File: src/sv/dla_pkg.sv
// shared types, codes and defaults of the aggregation block
// no dependencies
package dla_pkg;

    // parameter defaults
    localparam int MAX_POINTS_DEF = 16384;
    localparam int COORD_BITS_DEF = 10;

    // fixed field widths
    localparam int CMD_W       = 2;
    localparam int STATUS_W    = 3;
    localparam int COUNT_OUT_W = 15;
    localparam int DIM_CFG_W   = 11;
    localparam int LIMIT_W     = 15;
    localparam int CFG_INDEX_W = 3;
    localparam int CFG_DATA_W  = 15;

    // commands
    localparam logic [CMD_W-1:0] CMD_START  = 2'd0;
    localparam logic [CMD_W-1:0] CMD_FRAME  = 2'd1;
    localparam logic [CMD_W-1:0] CMD_SAMPLE = 2'd2;

    // result status codes
    localparam logic [STATUS_W-1:0] STAT_DONE     = 3'd0;
    localparam logic [STATUS_W-1:0] STAT_ATTACHED = 3'd1;
    localparam logic [STATUS_W-1:0] STAT_OCCUPIED = 3'd2;
    localparam logic [STATUS_W-1:0] STAT_NO_NBR   = 3'd3;
    localparam logic [STATUS_W-1:0] STAT_FULL     = 3'd4;
    localparam logic [STATUS_W-1:0] STAT_RANGE    = 3'd5;

    // configuration register indexes
    localparam logic [CFG_INDEX_W-1:0] CFG_GRID_WIDTH  = 3'd0;
    localparam logic [CFG_INDEX_W-1:0] CFG_GRID_HEIGHT = 3'd1;
    localparam logic [CFG_INDEX_W-1:0] CFG_NBR_MODE    = 3'd2;
    localparam logic [CFG_INDEX_W-1:0] CFG_SEED_SHAPE  = 3'd3;
    localparam logic [CFG_INDEX_W-1:0] CFG_POINT_LIMIT = 3'd4;

    // configuration reset values
    localparam logic [DIM_CFG_W-1:0] GRID_DIM_RST    = 11'd512;
    localparam logic [LIMIT_W-1:0]   POINT_LIMIT_RST = 15'd10000;

    // controller states
    typedef enum logic [3:0] {
        ST_IDLE,
        ST_SEED,
        ST_SCAN,
        ST_SWAIT,
        ST_DECIDE,
        ST_NBR,
        ST_NWAIT,
        ST_COMMIT,
        ST_FINISH
    } state_t;

    // tag that travels with a point through the distance pipe
    typedef struct packed {
        logic vld;
        logic use_pt;
        logic in_snap;
        logic nbr;
        logic last;
    } dla_tag_t;

endpackage

File: src/sv/dla_dist.sv
// two-stage squared distance pipe from the sample to a point
// depends on dla_pkg for the tag type
module dla_dist #(
    parameter int COORD_BITS = 10
) (
    input  logic                      clk,
    input  logic                      rst_n,
    input  dla_pkg::dla_tag_t         in_tag,
    input  logic [COORD_BITS-1:0]     sx,
    input  logic [COORD_BITS-1:0]     sy,
    input  logic [COORD_BITS-1:0]     px,
    input  logic [COORD_BITS-1:0]     py,
    output dla_pkg::dla_tag_t         out_tag,
    output logic [2*COORD_BITS:0]     dist_sq,
    output logic [COORD_BITS-1:0]     out_px,
    output logic [COORD_BITS-1:0]     out_py
);
    import dla_pkg::*;

    localparam int SQW = 2 * COORD_BITS;
    localparam int DDW = 2 * COORD_BITS + 1;

    logic [COORD_BITS-1:0] adx, ady;
    logic [SQW-1:0]        sqx_reg, sqy_reg;
    logic [COORD_BITS-1:0] px1_reg, py1_reg;
    logic [DDW-1:0]        dist_reg;
    logic [COORD_BITS-1:0] px2_reg, py2_reg;
    dla_tag_t              tag1_reg, tag2_reg;

    // absolute differences
    assign adx = (sx >= px) ? (sx - px) : (px - sx);
    assign ady = (sy >= py) ? (sy - py) : (py - sy);

    // tag pipeline
    always_ff @(posedge clk or negedge rst_n)
    begin
        if (!rst_n)
        begin
            tag1_reg <= '0;
            tag2_reg <= '0;
        end
        else
        begin
            tag1_reg <= in_tag;
            tag2_reg <= tag1_reg;
        end
    end

    // squares, then sum
    always_ff @(posedge clk)
    begin
        sqx_reg  <= SQW'(adx) * SQW'(adx);
        sqy_reg  <= SQW'(ady) * SQW'(ady);
        px1_reg  <= px;
        py1_reg  <= py;
        dist_reg <= DDW'(sqx_reg) + DDW'(sqy_reg);
        px2_reg  <= px1_reg;
        py2_reg  <= py1_reg;
    end

    assign out_tag = tag2_reg;
    assign dist_sq = dist_reg;
    assign out_px  = px2_reg;
    assign out_py  = py2_reg;

endmodule

File: config.mk
export PLATFORM = sky130hd
export DESIGN_NAME = dla_dist
export DESIGN_NICKNAME = d
export VERILOG_FILES = /design/src/sv/dla_pkg.sv /design/src/sv/dla_dist.sv
export SDC_FILE = /design/constraint.sdc
export NUM_CORES = 1
export LEC_CHECK = 0
export ABC_AREA = 1
export BUFFER_PORTS_ARGS = -buffer_cell sky130_fd_sc_hd__buf_2
export CAP_MARGIN = 0
export CELL_PAD_IN_SITES_DETAIL_PLACEMENT = 1
export CELL_PAD_IN_SITES_GLOBAL_PLACEMENT = 1
export CORE_MARGIN = 2
export CORE_UTILIZATION = 45
export CTS_BUF_LIST = sky130_fd_sc_hd__clkbuf_4
export CTS_CLUSTER_DIAMETER = 50
export DETAILED_ROUTE_END_ITERATION = 12
export PLACE_DENSITY_LB_ADDON = 0.1
export SLEW_MARGIN = 20
export SYNTH_ARGS = -nofsm -noshare
export SYNTH_HDL_FRONTEND = slang
export SYNTH_SLANG_ARGS = --single-unit
File: constraint.sdc
create_clock -name clk -period 2.4 [get_ports clk]
set_input_delay 0.12 -clock clk [delete_from_list [all_inputs] [get_ports clk]]
set_output_delay 0.12 -clock clk [all_outputs]
set_load 0.05 [all_outputs]
==> results_dict.tcl, run 1 <==
set metrics [dict create \
    run_status "stopped before the end" \
    flow.stopped_at "5_1_grt" \
    first-error "[ERROR GRT-0232] Routing congestion too high. Check the congestion heatmap in the GUI." \
    synth_simple_gate_area_frac 0.157 \
    die-width_um 156 \
    cts_buffers 9 \
    ioPinCount 93 \
    yosys.area_share.xor_xnor 0.0671 \
    grt_antenna_before_repair 8 \
    muxShareOfSynthArea 0.00193 \
    synth_top_family_by_area "adder cells" \
    die_h_um 156 \
    grt_usage 0.881 \
    cts_root_buf "clkbuf_4" \
    netlist_area_um2 10400 \
    synth.yosys.seq_area_share 0.215 \
    synth-adder-area-share 0.375 \
    initial_core_util 0.459 \
    async_flop_share 0.0917 \
    cts.sink_count 109 \
    clock_path_buffers 2 \
    grt_repair_timing_worst_endpoint "sqx_reg[18]$_DFF_P_/D" \
    syn-num-nets 1565 \
    grt_start_max_net_pins 19 \
    synth_area_in_compound_gates 0.0850 \
    synth_seq_cells 109 \
    synth-main-ff-cell "dfxtp_1" \
    dpl.cell_count 1890 \
    htree_num_levels 3 \
    synth_area_per_cell_um2 8.19 \
    gpl.final_weighted_congestion 0.853 \
    hpwlAfterDp_um 27100 \
    worstEndpointType "register data pin" \
    fp-row-count 55 \
    synthDistinctLibCells 43 \
    synth_edf_count 0 \
    grt_overflow 698 \
    syn-instance-count 1267 \
    port_buffers 92 \
    synthesis.yosys.warnings 0 \
]
[metrics by stage]
step / worst slack [ps] / utilization / hold WS, ps / TNS (ps) / cell area, um2
2_1_floorplan: -2980 / - / -176 / -80380 / 11000
3_3_place_gp: -3310 / 0.604 / -22.7 / -94830 / 13700
3_5_place_dp: -3640 / 0.604 / -13.9 / -102020 / 13700
4_1_cts: -2840 / 0.683 / 207 / -74610 / 15500
[what timing repair did]
| item | in CTS |
|---|---|
| resized for setup | 225 |
| endpoints found under the hold margin | 35 |
| pin swaps | 142 |
| setup endpoints to repair | 35 |
| setup buffers | 45 |
| gates cloned | 1 |
| hold buffers | 27 |
[logic make-up after synthesis]
kind of cell / after synthesis
AO/OA/AOI/OAI: 161
XOR/XNOR: 77
adder cells (fa/ha/maj): 251
buffers and inverters: 268
flip-flops: 109
multiplexers: 2
AND/OR/NAND/NOR: 399
[synthesized netlist by cell type (2+ instances only)]
master    count  area [um2]
nand4_1       5        31.3
mux2i_1       2        20.0
o21a_1        4        30.0
o21ai_1       4        20.0
o21bai_1      3        22.5
a31oi_1       6        37.5
nand2_2       4        25.0
xnor2_1      15         131
inv_2         2        7.51
o21ai_2       2        17.5
nand2_4       3        33.8
xor2_2        2        32.5
nor3_1        6        30.0
a211oi_1      2        15.0
nor4_1        2        12.5
dfrtp_1      10         250
ha_1        151        1890
buf_6         2        22.5
inv_1       253         950
nor2_1      142         533
a31o_2        2        17.5
buf_2         6        30.0
xor2_1       59         517
o21ai_0      48         240
nand2_1     194         728
nor2_2        3        18.8
nand3_1      36         180
clkbuf_1      5        18.8
a21boi_0      2        15.0
a21oi_1      82         410
fa_1        100        2000
dfxtp_1      99        1980
[metal layers]
| layer | GRT usage | overflow |
|---|---|---|
| met3 | 0.733 | 9 |
| met4 | 0.999 | 232 |
| met5 | 0.259 | 2 |
| met2 | 1.06 | 454 |
| met1 | 0.828 | 1 |
==> run 2: changes to the inputs <==
==> config.mk (replaced) <==
export PLATFORM = sky130hd
export DESIGN_NAME = dla_dist
export DESIGN_NICKNAME = d
export VERILOG_FILES = /design/src/sv/dla_pkg.sv /design/src/sv/dla_dist.sv
export SDC_FILE = /design/constraint.sdc
export NUM_CORES = 1
export LEC_CHECK = 0
export ABC_AREA = 1
export BUFFER_PORTS_ARGS = -buffer_cell sky130_fd_sc_hd__buf_2
export CAP_MARGIN = 0
export CORE_MARGIN = 2
export CORE_UTILIZATION = 30
export DETAILED_ROUTE_END_ITERATION = 12
export PLACE_DENSITY_LB_ADDON = 0.15
export SLEW_MARGIN = 20
export SYNTH_ARGS = -nofsm -noshare
export SYNTH_HDL_FRONTEND = slang
export SYNTH_SLANG_ARGS = --single-unit
==> run 2 against run 1 <==
Compared with the run above: the flow now finishes, with violations (negative setup slack); synthesized cell count did not move; synthesized area did not move.
==> results_dict.tcl, run 2 <==
set metrics [dict create \
    run_status "complete, but fails checks" \
    violations "negative setup slack" \
    gpl.final_weighted_congestion 0.887 \
    drt-initial-drc-count 272 \
    min_delay_worst_endpoint "py1_reg[1]$_DFF_P_" \
    max_cap_viol_count 0 \
    async_flop_share 0.0917 \
    first_pass_grt_wire_length_um 48400 \
    min-delay-start "py[1]" \
    cts.sink_count 109 \
    cts_tree "done" \
    grt_antenna_before_repair 0 \
    cts_buffers 9 \
    ys_top_cells_by_area "fa_1 (19%), dfxtp_1 (19%), ha_1 (18%)" \
    hpwlAfterDp_um 23200 \
    synth.yosys.seq_area_share 0.215 \
    clock_path_buffers 2 \
    synthDominantCellAreaShare 0.193 \
    setup.worst_path.end_class "flop" \
    antenna_cells_inserted 0 \
    antenna_violating_nets_post_route 0 \
    die-width_um 190 \
    routed_via_density 4.39 \
    timing.clock.skew_ps 11.7 \
    synthesis.yosys.warnings 0 \
    insertion_delay_ps 380 \
    cts.reportedPaths.clkPinSlew_ps 90 \
    synthDistinctLibCells 43 \
    period_share 2.25 \
    criticalPathCategory "input port to flop" \
    drt_pass1_iterations 4 \
    grt_overflow 0 \
    syn2layout_area_growth_pct 62.0 \
    min_path_cells 2 \
    port_buffers 92 \
    synth_top_cell_by_area "fa_1" \
    drc_errors 0 \
    relative_slew_margins 0.604 \
    fin_tns_setup_ps -80160 \
    largest_register_ff_count 21 \
    postLayoutSetupSlackWorst_ps -2990 \
    critPathArrivalTime_ps 5660 \
    critPathMaxStageDelay_ps 540 \
    regToRegSetupSlack_ps 180 \
    syn-num-nets 1565 \
    finalMaxSlewViolations 0 \
    synth_area_per_cell_um2 8.19 \
    worstSetupStartpointType "input port" \
    max_slew.worst_pin.slew_ps 591 \
    hold-worst-slack_ps 56.4 \
    routed_wl_um 28700 \
    finalHoldViolations 0 \
    layout.cells.most_common "buf_4" \
    fmax_ghz 0.185 \
    reg2regPathDepth 9 \
    mostFrequentLayoutCells "buf_4 (298), inv_1 (197), nand2_1 (138)" \
    synth_seq_cells 109 \
    die_h_um 190 \
    grt_start_max_net_pins 22 \
    finalCriticalPeriod_ps 5390 \
    hold_path.class "input port to flop" \
    postLayoutCoreUtil 0.490 \
    data_required_critical_path_ps 2670 \
    initial_core_util 0.303 \
    grt_usage 0.167 \
    synth_edf_count 0 \
    rr_endpoint "dist_sq[18]$_DFF_P_" \
    netlist_area_um2 10400 \
    cts_root_buf "clkbuf_16" \
    reg2reg_from "sqx_reg[6]$_DFF_P_" \
    floorplan.die_area_um2 36100 \
    critical_path_peak_fanout 6 \
    crit_path_frequent_cell "fa_1" \
    yosys.cell_count.top_type "inv_1" \
    netlist_top_cells_count "inv_1 (253), nand2_1 (194), ha_1 (151)" \
    nets 2029 \
    synth-main-ff-cell "dfxtp_1" \
    fp-row-count 68 \
    htree_num_levels 3 \
    syn-instance-count 1267 \
    grt_pass1_vias 10100 \
    dr_total_vias 9610 \
    ioPinCount 93 \
    core_area_um2 34300 \
    setup_repair_after_global_routing_missed_its_margin "true" \
    finalSetupViolCount 34 \
    drive_gt1_frac 0.463 \
    timing.critical_path.slowest_stage_cell "fa_1" \
    wire_per_inst_um 13.1 \
]
==> run 2: cell counts after synthesis <==
No cell type changed its count.
==> run 2: layout make-up <==
class | instances | area (um2)
clock buffers | 9 | 225
clock inverters | 7 | 76.3
fillers | 3281 | 17500
inverters | 255 | 1000
multi-input cells | 891 | 9120
flip-flops and latches | 109 | 2230
well taps | 455 | 569
repair buffers | 465 | 3590
==> run 2: stage by stage <==
step | area (um2) | std cells | setup WS, ps
floorplan | 11000 | 1267 | -2980
global placement | 14100 | 2084 | -3640
detailed placement | 14100 | 2084 | -3660
CTS | 16100 | 2164 | -2890
global route | 16800 | 2191 | -3210
finish | 16800 | 2191 | -2990
==> run 2: how the worst max path moves through the flow <==
stage | from | to | slack [ps] | depth (start not counted)
CTS | sx[0] | sqx_reg[19]$_DFF_P_ | -2890 | 33
finish | sx[0] | sqx_reg[11]$_DFF_P_ | -2990 | 32
floorplan | sx[0] | sqx_reg[19]$_DFF_P_ | -2980 | 28
global placement | sx[0] | sqx_reg[19]$_DFF_P_ | -3640 | 35
global route | sx[3] | sqx_reg[19]$_DFF_P_ | -3210 | 33
detailed placement | sx[0] | sqx_reg[19]$_DFF_P_ | -3660 | 35
==> run 2: cell families (layout without fill, tap and decap cells) <==
kind of cell    after synthesis  count (layout)  share of synthesized area
flops                       109             109                      0.215
fa+ha+maj                   251             251                      0.375
buf+inv                     268             736                     0.0991
xor+xnor                     77              77                     0.0671
compound gates              161             161                     0.0850
simple gates                399             400                      0.157
mux                           2               2                    0.00193
==> run 2: per-layer routing <==
metal  vias up  share of wire  track usage
met2       141           0.49        0.292
met1      4569           0.46        0.214
met4         0          0.017       0.0447
met5         -              0            0
li1       4869              -            -
met3        31          0.029       0.0240
==> run 2: timing repair <==
action	CTS	global route
buffers inserted	46	27
cloned	1	0
resized for setup	251	136
pin swaps	163	98
endpoints found under the hold margin	34	0
endpoints found under the setup margin	34	34
hold buffers	25	0
==> run 2: worst max-delay path, delay by kind of cell <==
kind                     cells  cell delay, ps
AO/OA/AOI/OAI                4             500
AND/OR/NAND/NOR              8             620
buffers and inverters       10             920
XOR/XNOR                     2             290
adder cells (fa/ha/maj)      8            3200
Power of run 2 is not shown: default switching activity piles up to over one toggle a cycle in this logic, so the estimate is an artifact.
